**src/sv/dtmr_pkg.sv**
```systemverilog
package dtmr_pkg;

    localparam int unsigned CLOCKS_PER_CYCLE = 4;
    localparam logic [3:0] DELAY_LIMIT = 4'(CLOCKS_PER_CYCLE);

    localparam logic [15:0] DIVIDER_RESET = 16'hABCC;
    localparam logic [7:0]  COUNTER_TOP   = 8'hFF;

    localparam logic [2:0] OP_ADVANCE       = 3'd0;
    localparam logic [2:0] OP_WRITE_DIVIDER = 3'd1;
    localparam logic [2:0] OP_WRITE_COUNTER = 3'd2;
    localparam logic [2:0] OP_WRITE_MODULO  = 3'd3;
    localparam logic [2:0] OP_WRITE_CONTROL = 3'd4;

    typedef struct packed {
        logic [15:0] divider;
        logic [7:0]  counter;
        logic [7:0]  modulo;
        logic [2:0]  control;
        logic        previous_bit;
        logic        ovf_pending;
        logic [3:0]  ovf_delay;
        logic        rld_window;
        logic [3:0]  rld_delay;
    } timer_state_t;

    typedef enum logic [2:0] {
        ST_IDLE = 3'b001,
        ST_RUN  = 3'b010,
        ST_DONE = 3'b100
    } seq_state_t;

    // Divider tap picked by control bits 1..0, gated by the enable in bit 2.
    function automatic logic tap_bit(input logic [15:0] div, input logic [2:0] ctrl);
        logic b;
        case (ctrl[1:0])
            2'd0:    b = div[9];
            2'd1:    b = div[3];
            2'd2:    b = div[5];
            2'd3:    b = div[7];
            default: b = 1'b0;
        endcase
        return b & ctrl[2];
    endfunction

endpackage

```
**src/sv/dtmr_tick.sv**
```systemverilog
module dtmr_tick (
    input  dtmr_pkg::timer_state_t cur,
    output dtmr_pkg::timer_state_t nxt,
    output logic                   irq
);

    logic now_bit;

    always_comb
    begin
        nxt = cur;
        irq = 1'b0;

        if (nxt.rld_window)
        begin
            nxt.rld_delay = nxt.rld_delay + 4'd1;
            if (nxt.rld_delay > dtmr_pkg::DELAY_LIMIT)
                nxt.rld_window = 1'b0;
        end

        nxt.divider = nxt.divider + 16'd1;
        now_bit = dtmr_pkg::tap_bit(nxt.divider, nxt.control);

        // count on a falling edge of the gated tap
        if (nxt.previous_bit && !now_bit)
        begin
            if (nxt.counter == dtmr_pkg::COUNTER_TOP)
            begin
                nxt.ovf_pending = 1'b1;
                nxt.ovf_delay   = 4'd0;
            end
            nxt.counter = nxt.counter + 8'd1;
        end

        if (nxt.ovf_pending)
        begin
            nxt.ovf_delay = nxt.ovf_delay + 4'd1;
            if (nxt.ovf_delay > dtmr_pkg::DELAY_LIMIT)
            begin
                nxt.ovf_pending = 1'b0;
                // reload only if nothing overwrote the counter meanwhile
                if (nxt.counter == 8'd0)
                begin
                    nxt.counter = nxt.modulo;
                    irq         = 1'b1;
                end
                nxt.rld_window = 1'b1;
                nxt.rld_delay  = 4'd0;
            end
        end

        nxt.previous_bit = now_bit;
    end

endmodule

```
**src/sv/divider_timer_modulo_reload_core.sv**
```systemverilog
// Advance item of N clocks: one emulated clock per cycle through the tick unit, result
// valid on the cycle after the last; with N = 0, result timing is as for write items.
// Write items: result valid on the cycle after the transfer. One item at a time; the
// next item is taken the cycle after the result transfers.
// Reset: asynchronous, active low; divider to 0xABCC, all other timer state to zero.
module divider_timer_modulo_reload_core (
    input  logic        clk,
    input  logic        rst_n,
    input  logic        in_valid,
    output logic        in_ready,
    input  logic [2:0]  op,
    input  logic [7:0]  data,
    input  logic [7:0]  clocks,
    output logic        out_valid,
    input  logic        out_ready,
    output logic [15:0] divider_value,
    output logic [7:0]  counter_value,
    output logic        timer_interrupt,
    output logic        reload_busy
);

    dtmr_pkg::timer_state_t tstate_reg, tstate_next;
    dtmr_pkg::timer_state_t tick_out;
    dtmr_pkg::seq_state_t   seq_reg, seq_next;
    logic [7:0]             remain_reg, remain_next;
    logic                   irq_reg, irq_next;
    logic                   tick_irq;
    logic                   in_xfer;

    dtmr_tick u_tick (
        .cur (tstate_reg),
        .nxt (tick_out),
        .irq (tick_irq)
    );

    assign in_ready  = (seq_reg == dtmr_pkg::ST_IDLE);
    assign out_valid = (seq_reg == dtmr_pkg::ST_DONE);
    assign in_xfer   = in_valid && in_ready;

    assign divider_value   = tstate_reg.divider;
    assign counter_value   = tstate_reg.counter;
    assign timer_interrupt = irq_reg;
    assign reload_busy     = tstate_reg.rld_window;

    always_comb
    begin
        tstate_next = tstate_reg;
        seq_next    = seq_reg;
        remain_next = remain_reg;
        irq_next    = irq_reg;

        case (seq_reg)
            dtmr_pkg::ST_IDLE:
            begin
                if (in_xfer)
                begin
                    irq_next = 1'b0;
                    seq_next = dtmr_pkg::ST_DONE;
                    case (op)
                        dtmr_pkg::OP_ADVANCE:
                        begin
                            if (clocks != 8'd0)
                            begin
                                remain_next = clocks;
                                seq_next    = dtmr_pkg::ST_RUN;
                            end
                        end
                        dtmr_pkg::OP_WRITE_DIVIDER:
                            tstate_next.divider = 16'd0;
                        dtmr_pkg::OP_WRITE_COUNTER:
                        begin
                            if (!tstate_reg.rld_window)
                                tstate_next.counter = data;
                        end
                        dtmr_pkg::OP_WRITE_MODULO:
                        begin
                            tstate_next.modulo = data;
                            if (tstate_reg.rld_window)
                                tstate_next.counter = data;
                        end
                        dtmr_pkg::OP_WRITE_CONTROL:
                            tstate_next.control = data[2:0];
                        default:
                            tstate_next = tstate_reg;
                    endcase
                end
            end
            dtmr_pkg::ST_RUN:
            begin
                // advance one emulated clock per cycle
                tstate_next = tick_out;
                irq_next    = irq_reg | tick_irq;
                remain_next = remain_reg - 8'd1;
                if (remain_reg == 8'd1)
                    seq_next = dtmr_pkg::ST_DONE;
            end
            dtmr_pkg::ST_DONE:
            begin
                if (out_ready)
                    seq_next = dtmr_pkg::ST_IDLE;
            end
            default:
                seq_next = dtmr_pkg::ST_IDLE;
        endcase
    end

    always_ff @(posedge clk or negedge rst_n)
    begin
        if (!rst_n)
        begin
            seq_reg                 <= dtmr_pkg::ST_IDLE;
            remain_reg              <= 8'd0;
            irq_reg                 <= 1'b0;
            tstate_reg.divider      <= dtmr_pkg::DIVIDER_RESET;
            tstate_reg.counter      <= 8'd0;
            tstate_reg.modulo       <= 8'd0;
            tstate_reg.control      <= 3'd0;
            tstate_reg.previous_bit <= 1'b0;
            tstate_reg.ovf_pending  <= 1'b0;
            tstate_reg.ovf_delay    <= 4'd0;
            tstate_reg.rld_window   <= 1'b0;
            tstate_reg.rld_delay    <= 4'd0;
        end
        else
        begin
            seq_reg    <= seq_next;
            remain_reg <= remain_next;
            irq_reg    <= irq_next;
            tstate_reg <= tstate_next;
        end
    end

endmodule

```
**config.mk**
```make
export PLATFORM = sky130hd
export DESIGN_NAME = divider_timer_modulo_reload_core
export DESIGN_NICKNAME = d
export VERILOG_FILES = /design/src/sv/dtmr_pkg.sv /design/src/sv/dtmr_tick.sv /design/src/sv/divider_timer_modulo_reload_core.sv
export SDC_FILE = /design/constraint.sdc
export NUM_CORES = 1
export LEC_CHECK = 0
export BUFFER_PORTS_ARGS = -buffer_cell sky130_fd_sc_hd__buf_2
export CAP_MARGIN = 20
export CORE_MARGIN = 1
export CORE_UTILIZATION = 60
export DETAILED_ROUTE_END_ITERATION = 10
export PLACE_DENSITY_LB_ADDON = 0.2
export SLEW_MARGIN = 30
export SYNTH_ARGS = -nofsm -noshare
export SYNTH_HDL_FRONTEND = slang
export SYNTH_HIERARCHICAL = 1
export SYNTH_SLANG_ARGS = --single-unit
```
**constraint.sdc**
```tcl
create_clock -name clk -period 7 [get_ports clk]
set_input_delay 1.4 -clock clk [delete_from_list [all_inputs] [get_ports clk]]
set_output_delay 1.4 -clock clk [all_outputs]
set_load 0.05 [all_outputs]
```
Word-level counts from Yosys, hierarchy flattened
Index checks and enable logic that the tools add are counted.
{"block": "op_classes", "add_sub_neg": 5, "multipliers": 0, "div": 0, "order_cmp": 2, "eq_ne": 21, "shift": 0, "mux": 35, "bitwise": 4, "n_reduce_logical": 16}
{"cell": "case mux 46 bit (2 select lines)", "count": 1}
{"cell": "two-way mux 8 bit", "count": 10}
{"cell": "two-way mux 46 bit", "count": 1}
{"cell": "case mux 8 bit (2 select lines)", "count": 2}
{"cell": "two-way mux 5 bit", "count": 4}
{"cell": "two-way mux 3 bit", "count": 6}
{"cell": "adder 16 x 1 -> 16 bit, second input constant", "count": 1}
{"cell": "two-way mux 16 bit", "count": 1}
{"cell": "AND reduction 4 bit", "count": 3}
{"cell": "two-way mux 10 bit", "count": 1}
{"cell": "!= test 2 x 1 -> 1 bit, second input constant", "count": 5}
{"cell": "== test 3 x 2 -> 1 bit, second input constant", "count": 3}
{"cell": "case mux 3 bit (3 select lines)", "count": 1}
{"cell": "adder 4 x 1 -> 4 bit, second input constant", "count": 2}
{"cell": "adder 8 x 1 -> 8 bit, second input constant", "count": 1}
{"cell": "== test 8 x 1 -> 1 bit, second input constant", "count": 1}
{"cell": "== test 8 bit, second input constant", "count": 1}
{"cell": "> comparator 4 x 3 -> 1 bit, second input constant", "count": 2}
{"cell": "logical NOT 8 bit", "count": 1}
{"cell": "nonzero test 8 bit", "count": 1}
{"cell": "subtractor 8 x 1 -> 8 bit, second input constant", "count": 1}
{"cell": "== test 3 x 1 -> 1 bit, second input constant", "count": 2}
{"cell": "== test 3 bit, second input constant", "count": 2}
{"cell": "two-way mux 1 bit", "count": 6}
{"cell": "18 further kinds", "count": 24}
{"block": "totals", "regBits": 58, "latchBits": 0, "ramBits": 0, "mem_bits_ro": 0, "in_bits": 23, "out_inout_bits": 28, "elab_cells": 95, "memories": 0}

Depth between registers and ports, before layout
Gate-level depths: netlist of the first run.
{"block": "logic_depth", "ltp_word": 12, "ltp_mapped": 12, "depth_no_buf": 11}

By module
Netlist of the first run, hierarchy kept.
{"mod": "divider_timer_modulo_reload_core", "instances": 1, "cells_each": 288, "area_each_um2": 2821.5, "seq_area_each_um2": 1463.9}
{"mod": "dtmr_tick", "instances": 1, "cells_each": 166, "area_each_um2": 1193.6, "seq_area_each_um2": 0.0}

Worst setup path after synthesis of the first run
OpenSTA, ideal clock, no wires.
{"block": "synth_path", "path_kind": "reg-to-output", "startpoint": "register seq_reg[0]", "endpoint": "output port in_ready", "t_arrival_ns": 1.709, "required_time_ns": 5.600, "setup_slack_ns": 3.891, "path_stages_with_launch": 2, "n_path_buf": 0, "path_cell_list": "dfstp_2 nor3b_1"}
{"block": "synth_via", "elab_chain_cells": 1}
{"item": "start, declared", "line": "divider_timer_modulo_reload_core.sv:24", "source": "dtmr_pkg::seq_state_t seq_reg, seq_next;"}
{"item": "start signal, assigned", "line": "divider_timer_modulo_reload_core.sv:111", "source": "seq_reg <= dtmr_pkg::ST_IDLE;"}
{"item": "start signal, assigned", "line": "divider_timer_modulo_reload_core.sv:126", "source": "seq_reg <= seq_next;"}
{"item": "== test 3 x 1 -> 1 bit", "line": "divider_timer_modulo_reload_core.sv:36", "source": "assign in_ready = (seq_reg == dtmr_pkg::ST_IDLE);"}
{"item": "end, declared", "line": "divider_timer_modulo_reload_core.sv:10", "source": "output logic in_ready,"}
No other way between the ends.

==> out/results.tsv, run 1 <==
metric	value	unit
reg2reg_depth	10	
placed_area	0.00404	mm2
hold_path.class	reg2reg	
gp_congestion	0.884	
synthArstFlopShare	1.00	
post-route-period-util	0.437	
regArea	0.00146	mm2
setup_slack	3.94	ns
via_count	3227	
largest_reg_flops	21	
cp_cell_sequence	nand3_2 -> or4_4 -> o221ai_4 -> o21ai_4 -> a211oi_4 -> nand4_4 -> o31ai_2 -> nand2_1 -> a21oi_1 -> a21o_1	
nFillCells	537	
p_clk_frac	0.269	
grt_max_degree	61	
avgSynthCellArea	8.84	um2
dieHeight	83.8	um
final_cells	547	
worstPathRequired	7.28	ns
start_util	0.625	
antenna_cells	0	
hold_viol_final	0	
rows	29	
post-cts-setup-buffer-count	0	
relSlewSlack	0.473	
grt_first_pass_wirelength	14600	um
drive_gt1_frac	0.234	
critPathLaunchType	flip-flop	
area_delta_synth_final	6.51	%
ctsHoldBuffers	0	
via_per_inst	5.90	
clock_path_buffers	2	
finalInstanceArea	0.00428	mm2
place_ws	3.94	ns
tns	0	ns
r2r_end	counter_value[6]	
status	finished with violations	
layout_common_cells	nand2_1 (77), buf_2 (50), dfrtp_1 (48)	
slew_viol_final	0	
yosysSeqAreaShare	0.365	
cts.sink_count	58	
crit_fanout	14	
grt_pass1_vias	3081	
clkLatencyLatePin	0.34	ns
numPortBuffers	50	
r2r_slack	3.94	ns
nNetsFinal	493	
die_x	83.8	um
synth_nets	482	
syn_area	0.00402	mm2
layout_commonest_cell	nand2_1	
maxCapViolCount	0	
drtAntennaViolNets	0	
cts_tree	done	
die-area	0.00702	mm2
p_sw	534	uW
crit_arrival	3.34	ns
yosys_warnings	6	
drc	8	
numCtsBuffers	9	
io_pins	51	
post-place-cells	531	
p_seq_frac	0.399	
cts_resized	0	
htreeDepth	3	
switching_share	0.393	
p_leak	2.02	nW
peakVddDrop	0.222	mV
routed_wl	8320	um
coreArea	0.00642	mm2
grt.total_usage	0.260	
grt_overflow	0	
tightest_slew	0.790	ns
clk_pin_slew_worst_paths	0.07	ns
critical_path_class	reg2reg	
wl_per_cell	15.2	um
fmax	0.327	GHz
setup_viol	0	
synthDistinctLibCells	68	
share_comb_of_total_power	0.332	
ys_seq_elements	58	
power.internal	824	uW
max_stage_delay	0.61	ns
hpwl	5630	um
critPathCaptureType	flip-flop	
cp_slowest_cell	dfstp_2	
min_from	timer_interrupt	
r2r-start	divider_value[2]	
synth_edf_count	0	
synth_ff_type	dfrtp_1	
drt_pass1_iterations	8	
fin_skew	0.00669	ns
hold_depth	2	
rsz0062_at_grt	false	
min_to	timer_interrupt	
netlist_instances	454	
violations	DRC	
period_needed	3.06	ns
clockRootBuffer	clkbuf_8	
multi_input_area	0.00213	mm2
antenna_found_initial	0	
drt_iter0_drc	163	
powerDensity	318	mW/mm2
==> cell families (layout without fill, tap and decap cells) <==
logic type,after synthesis,count (layout),share of synthesized area
buf+inv,73,89,0.106
simple gates,184,184,0.228
flops,58,58,0.365
xor+xnor,28,28,0.0611
fa+ha+maj,5,5,0.0156
compound gates,100,100,0.209
mux,6,6,0.0150
==> synth_stat cells (8+ instances only) <==
cell,number,share of area
nor2_1,37,0.035
dfrtp_1,48,0.30
a31oi_1,10,0.016
nand4_1,8,0.012
xor2_1,16,0.035
a22o_1,16,0.035
xnor2_1,12,0.026
a21oi_1,14,0.017
nand3_1,12,0.015
buf_4,37,0.069
dfstp_2,10,0.065
inv_1,20,0.019
nor3_1,9,0.011
nand2_1,77,0.072
a21o_1,15,0.028
buf_2,11,0.014
==> layout make-up <==
cell class	instances	share of cell area
multi-input cells	323	0.498
flip-flops and latches	58	0.342
repair buffers	53	0.0638
clock buffers	12	0.0386
well taps	77	0.0225
inverters	20	0.0176
clock inverters	4	0.0170
==> metrics by stage <==
step,hold slack [ns],total power [mW],util
after floorplan,0.492,0.958,-
after global placement,0.502,0.980,0.629
after detailed placement,0.504,0.994,0.629
after CTS,0.519,1.37,0.666
after global routing,0.547,1.45,0.666
final,0.511,1.36,0.666
==> critical path, delay by kind of cell (launching register included) <==
kind	cells	cell delay, ns
flops	1	0.61
compound gates	6	1.24
simple gates	4	1.13
==> how the worst max path moves through the flow <==
stage	start	to	slack, ns	cells after the start
finish	divider_value[2]	counter_value[6]	3.94	10
global route	divider_value[2]	counter_value[4]	3.67	10
CTS	divider_value[2]	counter_value[6]	3.94	10
detailed placement	clocks[6]	remain_reg[3]	3.94	5
global placement	clocks[6]	remain_reg[2]	3.95	5
floorplan	seq_reg[0]	in_ready	3.89	1
==> per-layer routing <==
layer  GRT usage  wire, um  vias to the layer above
met2       0.425      3920                       91
met4       0.124       212                        0
li1            -         -                     1580
met3      0.0534       429                       17
met5           0         0                        -
met1       0.331      3760                     1539
==> power groups by stage <==
stage | sequential, mW | clock, mW | combinational [mW]
after floorplan | 0.511 | 0 | 0.448
after global placement | 0.541 | 0 | 0.439
after detailed placement | 0.545 | 0 | 0.449
after CTS | 0.540 | 0.373 | 0.452
after global routing | 0.560 | 0.390 | 0.496
final | 0.542 | 0.365 | 0.451
No activity file was read; power rests on OpenSTA's default activity.
==> run 2: changes to the inputs <==
--- a/config.mk
+++ b/config.mk
@@ -8,7 +8,7 @@
 export BUFFER_PORTS_ARGS = -buffer_cell sky130_fd_sc_hd__buf_2
 export CAP_MARGIN = 20
 export CORE_MARGIN = 1
-export CORE_UTILIZATION = 60
+export CORE_UTILIZATION = 59
 export DETAILED_ROUTE_END_ITERATION = 10
 export PLACE_DENSITY_LB_ADDON = 0.2
 export SLEW_MARGIN = 30
==> constraint.sdc (replaced) <==
create_clock -name clk -period 3.05 [get_ports clk]
set_input_delay 0.61 -clock clk [delete_from_list [all_inputs] [get_ports clk]]
set_output_delay 0.61 -clock clk [all_outputs]
set_load 0.05 [all_outputs]
==> out/results.tsv, run 2 (same netlist as run 1, synthesis figures left out) <==
metric	value	unit	change
ctsHoldBuffers	0		unchanged
layout_commonest_cell	nand2_1		unchanged
period_needed	2.87	ns	was 3.06 ns
numCtsBuffers	9		unchanged
wl_per_cell	15.4	um	was 15.2 um
coreArea	0.00646	mm2	was 0.00642 mm2
tns	0	ns	unchanged
rsz0062_at_grt	false		unchanged
fmax	0.348	GHz	was 0.327 GHz
drc	6		was 8
placed_area	0.00406	mm2	was 0.00404 mm2
layout_common_cells	nand2_1 (77), buf_2 (50), dfrtp_1 (48)		unchanged
drt_pass1_iterations	7		was 8
grt_overflow	0		unchanged
grt.total_usage	0.251		was 0.260
grt_max_degree	59		was 61
critPathCaptureType	flip-flop		unchanged
io_pins	51		unchanged
post-route-period-util	0.943		was 0.437
crit_fanout	14		unchanged
hold_path.class	in2async		was reg2reg
setup_viol	0		unchanged
dieHeight	84.5	um	was 83.8 um
nNetsFinal	498		was 493
die_x	84.5	um	was 83.8 um
drive_gt1_frac	0.244		was 0.234
gp_congestion	0.884		about the same
rows	29		unchanged
htreeDepth	3		unchanged
hpwl	5920	um	was 5630 um
clk_pin_slew_worst_paths	0.07	ns	about the same
slew_viol_final	0		unchanged
numPortBuffers	50		unchanged
powerDensity	739	mW/mm2	was 318 mW/mm2
peakVddDrop	0.662	mV	was 0.222 mV
fin_skew	0.00993	ns	was 0.00669 ns
routed_wl	8470	um	was 8320 um
die-area	0.00714	mm2	was 0.00702 mm2
final_cells	552		was 547
crit_arrival	3.15	ns	was 3.34 ns
violations	DRC		unchanged
cts.sink_count	58		unchanged
worstPathRequired	3.33	ns	was 7.28 ns
tightest_slew	0.777	ns	was 0.790 ns
post-place-cells	534		was 531
drtAntennaViolNets	0		unchanged
relSlewSlack	0.482		was 0.473
maxCapViolCount	0		unchanged
critPathLaunchType	flip-flop		unchanged
grt_pass1_vias	2993		was 3081
area_delta_synth_final	8.07	%	was 6.51%
finalInstanceArea	0.00434	mm2	was 0.00428 mm2
clockRootBuffer	clkbuf_8		unchanged
status	finished with violations		unchanged
antenna_found_initial	0		unchanged
hold_viol_final	0		unchanged
clkLatencyLatePin	0.34	ns	about the same
p_leak	2.05	nW	was 2.02 nW
cts_tree	done		unchanged
critical_path_class	reg2reg		unchanged
largest_reg_flops	21		unchanged
whs	0.387	ns	was 0.511 ns
grt_first_pass_wirelength	14300	um	was 14600 um
via_count	3271		was 3227
start_util	0.622		was 0.625
clock_path_buffers	2		unchanged
antenna_cells	0		unchanged
drt_iter0_drc	186		was 163
via_per_inst	5.93		was 5.90
## run 2: final cells by class
type                       instances  area, um2
multi-input combinational        323       2140
fill                             557       2120
sequential                        58       1460
timing repair buffer              58        310
clock buffer                      11        151
clock inverter                     5        100
tap                               77       96.3
inverter                          20       75.1
## run 2: worst max-delay path, stage by stage (launching register included)
cell       delay, ns
dfstp_2         0.63
nand4_4         0.15
or4_4           0.56
o221ai_4        0.10
o21ai_4         0.16
a211o_1         0.33
o2bb2ai_2       0.23
o31ai_2         0.26
nand2_1         0.07
a21oi_1         0.19
a21o_1          0.12
## run 2: metal layers
layer,up-vias,global-route usage,part of all wire
met5,-,0,0
met4,0,0.0971,0.015
met3,10,0.0364,0.040
met2,87,0.412,0.48
met1,1576,0.338,0.46
li1,1598,-,-
## run 2: final timing paths
kind / depth (start not counted) / to / slack, ns / from
setup reg to reg: 10 / counter_value[0] / 0.18 / divider_value[3]
hold reg to reg: 2 / timer_interrupt / 0.53 / timer_interrupt
hold / removal: 2 / divider_value[14] / 0.39 / rst_n
setup / recovery: 10 / counter_value[0] / 0.18 / divider_value[3]
max in group asynchronous: 2 / tstate_reg[8] / 2.14 / rst_n
min in group clk: 2 / seq_reg[2] / 0.52 / out_ready
## run 2: metrics by stage
| step | total power, mW | utilization | worst slack (ns) |
|---|---|---|---|
| floorplan | 2.20 | - | 0.304 |
| global placement | 2.26 | 0.629 | 0.229 |
| detailed placement | 2.29 | 0.629 | 0.156 |
| CTS | 3.19 | 0.668 | 0.101 |
| global route | 3.36 | 0.672 | 0.0203 |
| finish | 3.21 | 0.672 | 0.175 |
## run 2: timing repair
action | in CTS | in global routing
buffers inserted | 0 | 2
setup endpoints to repair | 0 | 6
gates resized for setup | 0 | 2
hold endpoints to repair | 0 | 0
## run 2: power by group
group | leakage, nW | switching, mW | internal, mW
Combinational | 1.21 | 0.657 | 0.417
Clock | 0.129 | 0.312 | 0.584
Sequential | 0.715 | 0.272 | 0.965
